<file path="src/rtl/rbs_pkg.sv">
// Shared types and constants for the ranging bit sequencer.
// No dependencies.
package rbs_pkg;

  localparam int unsigned CfgIndexWidth = 2;
  localparam int unsigned CfgDataWidth  = 8;
  localparam int unsigned TimeWidth     = 32;

  // Configuration register indexes
  localparam logic [CfgIndexWidth-1:0] REG_SYNC_PATTERN    = 2'd0;
  localparam logic [CfgIndexWidth-1:0] REG_FRAME_BITS      = 2'd1;
  localparam logic [CfgIndexWidth-1:0] REG_ACK_POSITION    = 2'd2;
  localparam logic [CfgIndexWidth-1:0] REG_ZERO_RUN_LENGTH = 2'd3;

  localparam logic [7:0] SYNC_PATTERN_RESET    = 8'h72;
  localparam logic [5:0] FRAME_BITS_RESET      = 6'd37;
  localparam logic [5:0] ACK_POSITION_RESET    = 6'd16;
  localparam logic [5:0] ZERO_RUN_LENGTH_RESET = 6'd20;
  localparam logic [7:0] SYNC_SHIFT_RESET      = 8'hFF;
  localparam logic [5:0] ZERO_COUNT_MAX        = 6'h3F;

  localparam logic [1:0] STAGE_INITIAL  = 2'd0;
  localparam logic [1:0] STAGE_ACKED    = 2'd1;
  localparam logic [1:0] STAGE_REVERSED = 2'd2;

  typedef enum logic [2:0] {
    PH_HUNT  = 3'd0,
    PH_FRAME = 3'd1,
    PH_ZEROA = 3'd2,
    PH_ONEA  = 3'd3,
    PH_ZEROB = 3'd4,
    PH_ONEB  = 3'd5,
    PH_DONE  = 3'd6
  } phase_t;

  typedef struct packed {
    logic [7:0] sync_pattern;
    logic [5:0] frame_bits;
    logic [5:0] ack_position;
    logic [5:0] zero_run_length;
  } cfg_t;

  // One decoded bit on its way from the front to the sequencer
  typedef struct packed {
    logic                 decoded_bit;
    logic [TimeWidth-1:0] sample_time;
  } item_t;

  typedef struct packed {
    logic                 decoded_bit;
    logic [2:0]           phase;
    logic [1:0]           tx_stage;
    logic                 frame_done;
    logic                 frame_ack;
    logic                 round_trip_valid;
    logic [TimeWidth-1:0] round_trip;
  } result_t;

endpackage

</file>
<file path="src/rtl/rbs_front.sv">
// Front end: accepts decision beats and differentially decodes them.
// Depends on rbs_pkg.
module rbs_front (
  input  logic                            clk,
  input  logic                            rst,
  input  logic                            in_valid,
  output logic                            in_ready,
  input  logic                            raw_decision,
  input  logic [rbs_pkg::TimeWidth-1:0]   sample_time,
  input  logic                            q_full,
  output logic                            push,
  output rbs_pkg::item_t                  push_item
);

  logic previous_decision;

  assign in_ready = !q_full;
  assign push     = in_valid && in_ready;

  assign push_item.decoded_bit = raw_decision ^ previous_decision;
  assign push_item.sample_time = sample_time;

  always_ff @(posedge clk) begin
    if (rst) begin
      previous_decision <= 1'b0;
    end else if (push) begin
      previous_decision <= raw_decision;
    end
  end

endmodule

</file>
<file path="src/rtl/rbs_queue.sv">
// Two-entry queue between the decode front end and the sequencer.
// Depends on rbs_pkg.
module rbs_queue (
  input  logic           clk,
  input  logic           rst,
  input  logic           push,
  input  rbs_pkg::item_t push_item,
  output logic           full,
  output logic           q_valid,
  output rbs_pkg::item_t q_item,
  input  logic           pop
);

  rbs_pkg::item_t entries [2];
  logic           wr_ptr;
  logic           rd_ptr;
  logic [1:0]     count;

  assign full    = (count == 2'd2);
  assign q_valid = (count != 2'd0);
  assign q_item  = entries[rd_ptr];

  always_ff @(posedge clk) begin
    if (push) begin
      entries[wr_ptr] <= push_item;
    end
  end

  always_ff @(posedge clk) begin
    if (rst) begin
      wr_ptr <= 1'b0;
      rd_ptr <= 1'b0;
      count  <= 2'd0;
    end else begin
      if (push) begin
        wr_ptr <= !wr_ptr;
      end
      if (pop) begin
        rd_ptr <= !rd_ptr;
      end
      unique case ({push, pop})
        2'b10:   count <= count + 2'd1;
        2'b01:   count <= count - 2'd1;
        default: count <= count;
      endcase
    end
  end

endmodule

</file>
<file path="src/rtl/rbs_seq.sv">
// Back end: sync hunt, frame collection and reversal timing, with the
// output register. Depends on rbs_pkg.
module rbs_seq (
  input  logic              clk,
  input  logic              rst,
  input  rbs_pkg::cfg_t     cfg,
  input  logic              q_valid,
  input  rbs_pkg::item_t    q_item,
  output logic              pop,
  output logic              out_valid,
  input  logic              out_ready,
  output rbs_pkg::result_t  result
);

  rbs_pkg::phase_t              phase, phase_next;
  logic [7:0]                   sync_shift, sync_shift_next;
  logic [5:0]                   frame_index, frame_index_next;
  logic                         ack_latch, ack_latch_next;
  logic [5:0]                   zero_count, zero_count_next;
  logic [rbs_pkg::TimeWidth-1:0] first_time, first_time_next;

  logic                         b;
  logic [rbs_pkg::TimeWidth-1:0] t;
  logic [7:0]                   shifted;
  logic                         sync_held;
  logic [5:0]                   fi_base;
  logic                         ack_base;
  logic                         ack_new;
  logic [5:0]                   fi_inc;
  logic                         frame_end;
  logic                         run_met;
  logic [5:0]                   zc_new;
  rbs_pkg::result_t             res_next;

  assign pop = q_valid && (!out_valid || out_ready);
  assign b   = q_item.decoded_bit;
  assign t   = q_item.sample_time;

  // Frame step, shared by the frame phase and a hunt whose sync already matches
  assign shifted   = {sync_shift[6:0], b};
  assign sync_held = (phase == rbs_pkg::PH_HUNT);
  assign fi_base   = sync_held ? 6'd0 : frame_index;
  assign ack_base  = sync_held ? 1'b0 : ack_latch;
  assign ack_new   = (fi_base == cfg.ack_position) ? b : ack_base;
  assign fi_inc    = fi_base + 6'd1;
  assign frame_end = (fi_inc >= cfg.frame_bits);

  // Zero-run step for either zeros phase
  assign run_met = (zero_count >= cfg.zero_run_length);
  assign zc_new  = b ? 6'd0
                 : ((zero_count != rbs_pkg::ZERO_COUNT_MAX) ? zero_count + 6'd1 : zero_count);

  always_comb begin
    phase_next       = phase;
    sync_shift_next  = sync_shift;
    frame_index_next = frame_index;
    ack_latch_next   = ack_latch;
    zero_count_next  = zero_count;
    first_time_next  = first_time;
    res_next         = '0;
    res_next.decoded_bit = b;

    unique case (phase)
      rbs_pkg::PH_HUNT, rbs_pkg::PH_FRAME: begin
        if (phase == rbs_pkg::PH_HUNT && sync_shift != cfg.sync_pattern) begin
          sync_shift_next = shifted;
          if (shifted == cfg.sync_pattern) begin
            phase_next       = rbs_pkg::PH_FRAME;
            frame_index_next = 6'd0;
            ack_latch_next   = 1'b0;
          end
        end else begin
          phase_next       = rbs_pkg::PH_FRAME;
          ack_latch_next   = ack_new;
          frame_index_next = fi_inc;
          if (frame_end) begin
            res_next.frame_done = 1'b1;
            res_next.frame_ack  = ack_new;
            if (ack_new) begin
              phase_next      = rbs_pkg::PH_ZEROA;
              zero_count_next = 6'd0;
            end else begin
              phase_next      = rbs_pkg::PH_HUNT;
              sync_shift_next = rbs_pkg::SYNC_SHIFT_RESET;
            end
          end
        end
      end
      rbs_pkg::PH_ZEROA, rbs_pkg::PH_ONEA: begin
        if (phase == rbs_pkg::PH_ZEROA && !run_met) begin
          zero_count_next = zc_new;
          if (zc_new >= cfg.zero_run_length) begin
            phase_next = rbs_pkg::PH_ONEA;
          end
        end else if (b) begin
          first_time_next = t;
          phase_next      = rbs_pkg::PH_ZEROB;
          zero_count_next = 6'd0;
        end else begin
          phase_next = rbs_pkg::PH_ONEA;
        end
      end
      rbs_pkg::PH_ZEROB, rbs_pkg::PH_ONEB: begin
        if (phase == rbs_pkg::PH_ZEROB && !run_met) begin
          zero_count_next = zc_new;
          if (zc_new >= cfg.zero_run_length) begin
            phase_next = rbs_pkg::PH_ONEB;
          end
        end else if (b) begin
          res_next.round_trip_valid = 1'b1;
          res_next.round_trip       = t - first_time;
          phase_next                = rbs_pkg::PH_DONE;
        end else begin
          phase_next = rbs_pkg::PH_ONEB;
        end
      end
      default: begin
        phase_next = rbs_pkg::PH_DONE;
      end
    endcase

    res_next.phase = phase_next;
    priority if (phase_next >= rbs_pkg::PH_ZEROB) begin
      res_next.tx_stage = rbs_pkg::STAGE_REVERSED;
    end else if (phase_next >= rbs_pkg::PH_ZEROA) begin
      res_next.tx_stage = rbs_pkg::STAGE_ACKED;
    end else begin
      res_next.tx_stage = rbs_pkg::STAGE_INITIAL;
    end
  end

  always_ff @(posedge clk) begin
    if (rst) begin
      phase       <= rbs_pkg::PH_HUNT;
      sync_shift  <= rbs_pkg::SYNC_SHIFT_RESET;
      frame_index <= 6'd0;
      ack_latch   <= 1'b0;
      zero_count  <= 6'd0;
      first_time  <= '0;
    end else if (pop) begin
      phase       <= phase_next;
      sync_shift  <= sync_shift_next;
      frame_index <= frame_index_next;
      ack_latch   <= ack_latch_next;
      zero_count  <= zero_count_next;
      first_time  <= first_time_next;
    end
  end

  // Output register: load on pop, drop valid once the beat is taken
  always_ff @(posedge clk) begin
    if (rst) begin
      out_valid <= 1'b0;
    end else if (pop) begin
      out_valid <= 1'b1;
    end else if (out_ready) begin
      out_valid <= 1'b0;
    end
  end

  always_ff @(posedge clk) begin
    if (pop) begin
      result <= res_next;
    end
  end

endmodule

</file>
<file path="src/rtl/ranging_bit_sequencer_core.sv">
// Ranging bit sequencer. One input beat carries a sliced decision and its
// sample time; one output beat comes back for every input beat, in order.
// The output beat holds the differentially decoded bit, the sequence phase
// (hunt, frame, zeros A, one A, zeros B, one B, done), the transmitter
// stage, frame end with its ack, and the reversal-to-reversal sample time.
// Channels: in_valid/in_ready and out_valid/out_ready, beat moves when both
// are high. Registers are written through cfg_we/cfg_index/cfg_data;
// the user must write them only while no beat is in flight, which the
// block does not enforce; they act from the next beat on. An accepted
// beat passes through the queue and then the output register.
// Throughput: one beat per cycle while the receiver keeps out_ready high.
// A stalled receiver holds the output register; the two-entry queue keeps
// taking beats until it fills, then in_ready drops.
// Reset (rst, synchronous) empties the queue, clears the output valid, and
// returns to the hunt with the registers at their defaults.
// Depends on rbs_pkg, rbs_front, rbs_queue, rbs_seq.
module ranging_bit_sequencer_core (
  input  logic                                clk,
  input  logic                                rst,
  input  logic                                cfg_we,
  input  logic [rbs_pkg::CfgIndexWidth-1:0]   cfg_index,
  input  logic [rbs_pkg::CfgDataWidth-1:0]    cfg_data,
  input  logic                                in_valid,
  output logic                                in_ready,
  input  logic                                raw_decision,
  input  logic [rbs_pkg::TimeWidth-1:0]       sample_time,
  output logic                                out_valid,
  input  logic                                out_ready,
  output logic                                decoded_bit,
  output logic [2:0]                          phase,
  output logic [1:0]                          tx_stage,
  output logic                                frame_done,
  output logic                                frame_ack,
  output logic                                round_trip_valid,
  output logic [rbs_pkg::TimeWidth-1:0]       round_trip
);

  rbs_pkg::cfg_t    cfg;
  logic             q_full;
  logic             push;
  rbs_pkg::item_t   push_item;
  logic             q_valid;
  rbs_pkg::item_t   q_item;
  logic             pop;
  rbs_pkg::result_t result;

  always_ff @(posedge clk) begin
    if (rst) begin
      cfg.sync_pattern    <= rbs_pkg::SYNC_PATTERN_RESET;
      cfg.frame_bits      <= rbs_pkg::FRAME_BITS_RESET;
      cfg.ack_position    <= rbs_pkg::ACK_POSITION_RESET;
      cfg.zero_run_length <= rbs_pkg::ZERO_RUN_LENGTH_RESET;
    end else if (cfg_we) begin
      unique case (cfg_index)
        rbs_pkg::REG_SYNC_PATTERN:    cfg.sync_pattern    <= cfg_data;
        rbs_pkg::REG_FRAME_BITS:      cfg.frame_bits      <= cfg_data[5:0];
        rbs_pkg::REG_ACK_POSITION:    cfg.ack_position    <= cfg_data[5:0];
        rbs_pkg::REG_ZERO_RUN_LENGTH: cfg.zero_run_length <= cfg_data[5:0];
        default: ;
      endcase
    end
  end

  rbs_front u_front (
    .clk          (clk),
    .rst          (rst),
    .in_valid     (in_valid),
    .in_ready     (in_ready),
    .raw_decision (raw_decision),
    .sample_time  (sample_time),
    .q_full       (q_full),
    .push         (push),
    .push_item    (push_item)
  );

  rbs_queue u_queue (
    .clk       (clk),
    .rst       (rst),
    .push      (push),
    .push_item (push_item),
    .full      (q_full),
    .q_valid   (q_valid),
    .q_item    (q_item),
    .pop       (pop)
  );

  rbs_seq u_seq (
    .clk       (clk),
    .rst       (rst),
    .cfg       (cfg),
    .q_valid   (q_valid),
    .q_item    (q_item),
    .pop       (pop),
    .out_valid (out_valid),
    .out_ready (out_ready),
    .result    (result)
  );

  assign decoded_bit      = result.decoded_bit;
  assign phase            = result.phase;
  assign tx_stage         = result.tx_stage;
  assign frame_done       = result.frame_done;
  assign frame_ack        = result.frame_ack;
  assign round_trip_valid = result.round_trip_valid;
  assign round_trip       = result.round_trip;

endmodule

</file>
<file path="config.mk">
export PLATFORM = sky130hd
export DESIGN_NAME = ranging_bit_sequencer_core
export DESIGN_NICKNAME = d
export VERILOG_FILES = /design/src/rtl/rbs_pkg.sv /design/src/rtl/rbs_front.sv /design/src/rtl/rbs_queue.sv /design/src/rtl/rbs_seq.sv /design/src/rtl/ranging_bit_sequencer_core.sv
export SDC_FILE = /design/constraint.sdc
export NUM_CORES = 1
export LEC_CHECK = 0
export ABC_AREA = 0
export BUFFER_PORTS_ARGS = -buffer_cell sky130_fd_sc_hd__buf_4
export CAP_MARGIN = 20
export CORE_MARGIN = 2
export CORE_UTILIZATION = 35
export CTS_BUF_LIST = sky130_fd_sc_hd__clkbuf_8
export DETAILED_ROUTE_END_ITERATION = 12
export PLACE_DENSITY_LB_ADDON = 0.12
export SLEW_MARGIN = 25
export SYNTH_ARGS = -nofsm -noshare
export SYNTH_HDL_FRONTEND = slang
export SYNTH_SLANG_ARGS = --single-unit
</file>
<file path="constraint.sdc">
create_clock -name clk -period 4.75 [get_ports clk]
set_input_delay 0 -clock clk [delete_from_list [all_inputs] [get_ports clk]]
set_output_delay 0 -clock clk [all_outputs]
set_load 0.05 [all_outputs]
</file>
## Word level (Yosys, flattened, before mapping)

Memory sizes are Yosys's and may differ from the RTL's. A register that Yosys moved wholly into a read port is not among the register bits.
Cells that the tools add are included.

| word-level totals | value |
|---|---|
| word-level logic and storage cells | 134 |
| memories | 1 |
| register bits after elaboration | 129 |
| input port bits | 48 |
| output and inout bits | 43 |
| RAM bits | 66 |

| operators by class | value |
|---|---|
| bitwise logic cells | 6 |
| reduce and logical (&&, ||, !) cells | 33 |
| magnitude comparators | 5 |
| add/subtract/negate cells | 5 |
| equality and inequality tests | 22 |
| muxes and demuxes | 40 |

Memories:

| memory | words | width | read ports | clocked after Yosys merged registers in | wr ports | line | text |
|---|---|---|---|---|---|---|---|
| u_queue.entries | 2 | 33 | 1 | 1 | 1 | rbs_queue.sv:14 | `rbs_pkg::item_t entries [2];` |

Operators with widths:

| kind | count |
|---|---|
| $mux 6 | 11 |
| $mux 33 | 1 |
| $sub 32x32->32 | 1 |
| $mux 3 | 8 |
| $mux 8 | 3 |
| $ge 6x6->1 | 3 |
| $pmux 6 s3 | 1 |
| $add 6x1->6 const B | 2 |
| $mux 1 | 11 |
| $reduce_or 2->1 | 5 |
| $pmux 3 s3 | 1 |
| $eq 2x2->1 const B | 4 |
| $eq 8x8->1 | 1 |
| $ne 8x8->1 | 1 |
| $reduce_and 2->1 | 4 |
| $reduce_and 4->1 | 2 |
| $reduce_bool 2->1 | 4 |
| $reduce_and 7->1 | 1 |
| $eq 3x2->1 const B | 2 |
| $eq 3x3->1 const B | 2 |
| $eq 6x6->1 | 1 |
| $mux 2 | 3 |
| $ne 2x1->1 const B | 3 |
| $ne 2x2->1 const B | 3 |
| other kinds (19) | 33 |

## Longest topological paths before layout

Gate-level depths: netlist (run 1).

| logic depth | value |
|---|---|
| depth in word-level cells | 10 |
| mapped depth | 16 |
| gate-level depth less buffers | 15 |

## Cells and area by module

A second synthesis (run 1) with hierarchy kept.

| second synthesis, totals | value |
|---|---|
| cells, all modules | 1005 |
| area, all modules | 10216.0 µm² |

By module, submodules not included:

| module | seq. area each (µm²) | cells each | area each (µm²) | times used |
|---|---|---|---|---|
| rbs_seq | 2372.3 | 737 | 6262.3 | 1 |
| rbs_queue | 2082.0 | 125 | 2581.2 | 1 |
| ranging_bit_sequencer_core | 520.5 | 104 | 1066.0 | 1 |
| rbs_front | 20.0 | 39 | 306.5 | 1 |

## Worst setup path before layout (run 1)

Ideal clock, no wire load.

| timing | value |
|---|---|
| path kind | reg2reg |
| start | reg with a tool-made name |
| end | reg u_seq.result[26] (netlist name) |
| path slack | 1.040 ns |
| setup time | 0.264 ns |
| data required time | 4.486 ns |
| period minus slack after synthesis | 3.710 ns |
| stages on the path, launching flop included | 14 |
| buffers on the path | 2 |
| arrival | 3.447 ns |
| path through | dfxtp_1 clkbuf_1 clkbuf_1 mux2_2 ha_1 a21o_1 a21oi_4 o221ai_2 o211ai_2 a21oi_1 or4b_4 a31o_1 o211ai_1 o31ai_1 |

==> results of run 1 <==
worst max path at each step:
stage | slack, ns | cells past startpoint | end | from
floorplan | 1.04 | 13 | u_seq.result[26] | flip-flop
global placement | 0.82 | 13 | u_seq.result[28] | flip-flop
detailed placement | 0.81 | 13 | u_seq.result[28] | flip-flop
CTS | 0.77 | 13 | u_seq.result[28] | flip-flop
global route | 0.46 | 11 | u_seq.result[31] | flip-flop
finish | 0.87 | 11 | u_seq.result[31] | flip-flop
critical path, cell delays in order (launching register included):
cell and delay, ns:
dfxtp_2 0.75, mux2_2 0.42, ha_1 0.37, o21a_1 0.15, o21ai_1 0.07, or2_0 0.20, a31oi_1 0.25, o2111ai_1 0.25
a21o_1 0.27, a2111oi_0 0.58, o21ai_0 0.15, nor3b_1 0.16
cell usage after synthesis, types with 6 or more instances:
library cell	number	area, um^2
a211o_1	7	61.3
a211oi_1	39	293
a21o_1	28	210
a21oi_1	43	215
a22oi_1	7	52.6
a31oi_1	9	56.3
and2_1	6	37.5
and3_1	6	37.5
buf_2	7	35.0
clkbuf_1	26	97.6
dfxtp_1	89	1780
edfxtp_1	107	3210
ha_1	52	651
inv_1	60	225
mux2_2	30	338
mux2i_1	26	260
nand2_1	53	199
nand2b_1	24	150
nand3_1	13	65.1
nand3b_1	9	67.6
nor2_1	117	439
nor2b_1	9	56.3
nor3_1	12	60.1
nor4_1	7	43.8
o21ai_0	15	75.1
o21bai_1	15	113
xnor2_1	22	193
xor2_1	25	219
flip-flops by register name, indices dropped and copies added, names as in the netlist, named ones only:
| signal | flops |
|---|---|
| cfg | 26 |
| u_seq.ack_latch | 1 |
| u_seq.out_valid | 1 |
| u_seq.first_time | 32 |
| u_queue.count | 2 |
| u_seq.result | 41 |
| u_seq.frame_index | 6 |
| u_queue.entries | 66 |
| u_queue.wr_ptr | 1 |
| u_seq.zero_count | 6 |
| u_seq.phase | 3 |
| u_front.previous_decision | 1 |
| u_queue.rd_ptr | 1 |
| u_seq.sync_shift | 8 |
per-layer routing:
layer	track usage, %	up-vias
met5	0	-
li1	-	3642
met3	2.86	13
met1	21.8	3347
met4	3.36	0
met2	25.7	105
metrics by stage:
stage          cell area [um^2]  power (W)  hold WS [ns]  cells
2_1_floorplan              9890    0.00406        0.0989    941
3_3_place_gp              11000    0.00481         0.185   1382
3_5_place_dp              11000    0.00481         0.187   1382
4_1_cts                   11900    0.00598       0.00986   1461
5_1_grt                   11900    0.00626        0.0438   1461
6_report                  11900    0.00589        0.0334   1461
where the power goes:
part	leakage [nW]	internal, W	switching, W
combinational	2.70	0.000901	0.00160
sequential	1.74	0.00211	0.000149
clock	0.213	0.000445	0.000677
what timing repair did:
item / CTS / global route
hold buffers: 47 / 0
endpoints found under the hold margin: 95 / 0
endpoints found under the setup margin: 0 / 0
final cells by class:
type	instances	area, um^2
Clock buffer	17	234
Clock inverter	15	173
Fill cell	2730	15900
Inverter	62	233
Multi-Input combinational cell	645	4530
Sequential cell	196	5000
Tap cell	378	473
Timing Repair Buffer	148	1240
cells by family after synthesis:
kind of cell,after synthesis,synth area share (%)
xor+xnor,47,4.16
compound gates,205,14.6
fa+ha+maj,53,6.78
flops,196,50.5
mux,56,6.05
simple gates,284,14.0
buf+inv,100,3.96
==> impl_metrics.ini, run 1 <==
[cells_and_area]
final_nets = 1171
antenna_cells = 0
fin_util_pct = 42.7
final_cell_mix = 116 x nor2_1, 107 x edfxtp_1, 100 x buf_4
area_delta_synth_final_pct = 20.0
drive_above_1_share_pct = 16.4
layout_commonest_cell = nor2_1

[drt]
vias_per_cell = 4.86
wl_met3_um = 724
met2_length_mm = 10.4
route.detailed.drc = 0
postRouteAntennaNets = 0
met1Wirelength_mm = 11.3
avgRoutedWirePerCell_um = 15.5
top_layer_used = met4
wirelength_mm = 22.6
drt_iter0_markers = 395
dr.pass1.iters = 5
via_count = 7107

[die]
std_cell_rows = 61
die_w_um = 172
io_pins = 91
die_h_um = 172
coreArea_mm2 = 0.0278
dieArea_mm2 = 0.0296
start_util_pct = 35.6

[place]
port_buffers = 90
dpl.hpwl_mm = 15.5
gp_congestion = 0.768
pre_cts_slack_ns = 0.808

[synth]
yosys_warnings = 0
synth_ff_type = edfxtp_1
ys_seq_area_share_pct = 50.5
ys_types = 66
ys_ff_latch = 196
synth_edf_count = 107
syn_inst = 941
syn_nets = 1042
netlist_area_mm2 = 0.00989
avgSynthCellArea_um2 = 10.5
async_flop_share_pct = 0

[power]
power.density_mw_per_mm2 = 496
leakage_nw = 4.65
vdd_drop_max_uv = 233

[sta]
setup_tns_ns = 0
slew_headroom_pct = 33.0
drv_slew = 0
fin_crit_sh_pct = 81.7
setup_viol = 0
period_minus_slack_ns = 3.88
rsz0062_at_grt = false
hold_viol = 0
skew_ns = 0.0204
worst_slack_ns = 0.869
worstMarginPinSlew_ns = 1.00
fmax_mhz = 258

[outcome]
status = complete, no violations

[grt]
antenna_found_initial = 0
grt_pass1_vias = 6679
grt_pass1_wl_mm = 35.9
overflow = 0
grt_usage_pct = 15.7
grt_start_max_net_pins = 92

[worst_setup_path]
end_kind = flip-flop
r2r_end = u_seq.result[31]
crit_required_ns = 4.97
crit_type = flip-flop to flip-flop
cp_data_arrival_time_ns = 4.10
reg2regPathDepth = 11
rrSetupSlack_ns = 0.87
path_max_fanout = 24
startpoint_type = flip-flop

[clock_network]
cts_buffer_depth = 2
cts_root_buffer = clkbuf_8
cts_setup_buffers = 0
path_clk_slew_ns = 0.11
cts.sinks = 196
clock_latency_ns = 0.47
numCtsBuffers = 17
cts_resized = 0
cts_tree = built
htreeDepth = 4

[min_path]
hold_start = cfg_index[0]
worstHoldEndpoint = cfg[12]
hold_depth = 5
min_path_type = input pin to flip-flop

[run]
cap_viol_max_count = 0
Note: power is estimated with default switching activity, not from simulation.
==> run 2, diff against run 1 <==
--- a/config.mk
+++ b/config.mk
@@ -5,7 +5,7 @@
 export SDC_FILE = /design/constraint.sdc
 export NUM_CORES = 1
 export LEC_CHECK = 0
-export ABC_AREA = 0
+export ABC_AREA = 1
 export BUFFER_PORTS_ARGS = -buffer_cell sky130_fd_sc_hd__buf_4
 export CAP_MARGIN = 20
 export CORE_MARGIN = 2
==> constraint.sdc (replaced) <==
create_clock -name clk -period 3.2 [get_ports clk]
set_input_delay 0 -clock clk [delete_from_list [all_inputs] [get_ports clk]]
set_output_delay 0 -clock clk [all_outputs]
set_load 0.05 [all_outputs]
==> run 2 against run 1 <==
- global-route usage up 2.5 points
- critical path depth unchanged
- non-clock buffer count up 15
- area after synthesis up 3.5%
- fmax up 32%
- design area up 4.8%
- critical path type unchanged
- largest cell class unchanged
==> impl_metrics.ini, run 2 <==
[place]
postPlaceCellArea_mm2 = 0.0114
gp_congestion = 0.871
dpl.hpwl_mm = 20.2
pre_cts_slack_ns = 0.204
port_buffers = 90

[worst_setup_path]
path_max_fanout = 31
path_depth = 11
crit_required_ns = 3.46
cp_data_arrival_time_ns = 3.19
crit_family = compound AO/OA/AOI/OAI gates
crit_type = flip-flop to flip-flop
cp_cell_sequence = buf_12 -> o21ai_0 -> fa_1 -> inv_1 -> nand2_1 -> a21oi_2 -> a21oi_1 -> o21ai_0 -> nand3_1 -> a21oi_1 -> nor2_1
crit_buf_inv = 2
cpMaxStageDelayCell = dfxtp_1
reg2regPathDepth = 11
startpoint_type = flip-flop
cp_slowest_stage_delay_ns = 0.46
end_kind = flip-flop

[grt]
grt_usage_pct = 18.2
grt_pass1_vias = 8005
antenna_found_initial = 0
grt_pass1_wl_mm = 43.8
overflow = 0
grt_start_max_net_pins = 41

[drt]
vias_per_cell = 4.79
drt_iter0_markers = 599
wirelength_mm = 27.3
postRouteAntennaNets = 0
via_count = 8590
route.detailed.drc = 0
dr.pass1.iters = 5
avgRoutedWirePerCell_um = 15.2

[cells_and_area]
fin_area_mm2 = 0.0124
drive_above_1_share_pct = 13.5
reg.largest.list = u_queue.entries: 66 flops, u_seq.result: 41 flops, u_seq.first_time: 32 flops
layout_commonest_cell = nand2_1
antenna_cells = 0
largest_reg_flops = 66
top_register = u_queue.entries
final_cell_mix = 289 x nand2_1, 139 x inv_1, 128 x a21oi_1
final_nets = 1496
area_delta_synth_final_pct = 21.6

[power]
vdd_drop_max_uv = 340
total_power_w = 0.0112
power.density_mw_per_mm2 = 902
leakage_nw = 5.24

[synth]
syn_nets = 1339
avgSynthCellArea_um2 = 8.27
ys_ff_latch = 196
yosys_warnings = 0
netlist_area_mm2 = 0.0102
synthTopCellsByCount = 289 x nand2_1, 140 x inv_1, 128 x a21oi_1, 112 x nor2_1, 107 x edfxtp_1
synth_edf_count = 107
synthTopCellsByArea = edfxtp_1 31%, dfxtp_1 17%, nand2_1 11%
yosysMostFrequentCell = nand2_1
synth_ff_type = edfxtp_1
async_flop_share_pct = 0
yosysTopAreaCellShare_pct = 31.4
synth_top_cell_by_area = edfxtp_1
ys_types = 41
syn_inst = 1238
ys_seq_area_share_pct = 48.8

[sta]
skew_ns = 0.0219
fmax_mhz = 341
worstMarginPinSlew_ns = 0.708
worst_slack_ns = 0.267
setup_viol = 0
fin_crit_sh_pct = 91.7
slew_headroom_pct = 52.4
period_minus_slack_ns = 2.93
drv_slew = 0
hold_viol = 0

[die]
start_util_pct = 35.6
dieArea_mm2 = 0.0306
io_pins = 91
coreArea_mm2 = 0.0288
die_h_um = 175
std_cell_rows = 62
die_w_um = 175

[clock_network]
htreeDepth = 4
cts_buffer_depth = 2
cts.sinks = 196
clock_latency_ns = 0.49
cts_tree = built
numCtsBuffers = 17
cts_root_buffer = clkbuf_8
path_clk_slew_ns = 0.12

[min_path]
min_path_type = input pin to flip-flop
hold_depth = 4

[run]
cap_viol_max_count = 0

[outcome]
status = complete, no violations
-- run 2: kinds of logic (layout without fill, tap and decap cells) --
logic type                 Yosys count  after routing  share of synthesized area, %
and+or+nand+nor                    535            535                          22.7
AOI/OAI and AO/OA                  252            252                          13.0
DFF                                196            196                          48.8
buffers and inverters              174            344                          6.53
adders and majority gates           53             53                          6.55
xor gates and xnor gates            27             27                          2.31
muxes                                1              1                        0.0978
-- run 2: final cells by class --
cell class                      count  area, um^2
Fill cell                        2919       16300
Sequential cell                   196        5000
Multi-Input combinational cell    868        4590
Timing Repair Buffer              163        1400
Inverter                          149         559
Tap cell                          384         480
Clock buffer                       17         234
Clock inverter                     15         176
-- run 2: metrics by stage --
step	utilization, %	hold WS [ns]	std cells	setup TNS (ns)
final	43.2	0.0301	1792	0
after CTS	43.1	0.0102	1790	0
after floorplan	-	0.0989	1238	0
after global routing	43.2	0.0691	1792	-0.000413
after global placement	39.7	0.185	1701	0
after detailed placement	39.7	0.187	1701	0
-- run 2: final timing paths --
path,startpoint,end,slack [ns]
max,flip-flop,u_seq.result[28],0.27
min,cfg_we,cfg[2],0.03
max reg2reg,flip-flop,u_seq.result[28],0.27
min reg2reg,u_seq.first_time[12],u_seq.first_time[12],0.47
-- run 2: timing repair --
item	4_1_cts	5_1_grt
hold buffers	57	0
buffers inserted	0	2
setup endpoints to repair	0	19
endpoints found under the hold margin	104	0
resized for setup	0	4
-- run 2: metal layers --
layer	up-vias	wire length, um	GRT usage (%)
met5	-	0	0
li1	4429	-	-
met1	3933	14400	27.8
met3	20	1220	2.74
met4	0	386	4.72
met2	208	11300	26.7
-- run 2: power breakdown --
part | internal [W] | switching, W | total, W
clock network | 0.000601 | 0.00105 | 0.00165
logic | 0.00183 | 0.00420 | 0.00603
registers | 0.00328 | 0.000249 | 0.00353
-- run 2: worst reg2reg max path: stages, from the launching register on --
cell and delay (ns):
dfxtp_1 0.46, buf_12 0.22, o21ai_0 0.21, fa_1 0.44, inv_1 0.07, nand2_1 0.07
a21oi_2 0.25, a21oi_1 0.14, o21ai_0 0.41, nand3_1 0.18, a21oi_1 0.18, nor2_1 0.06
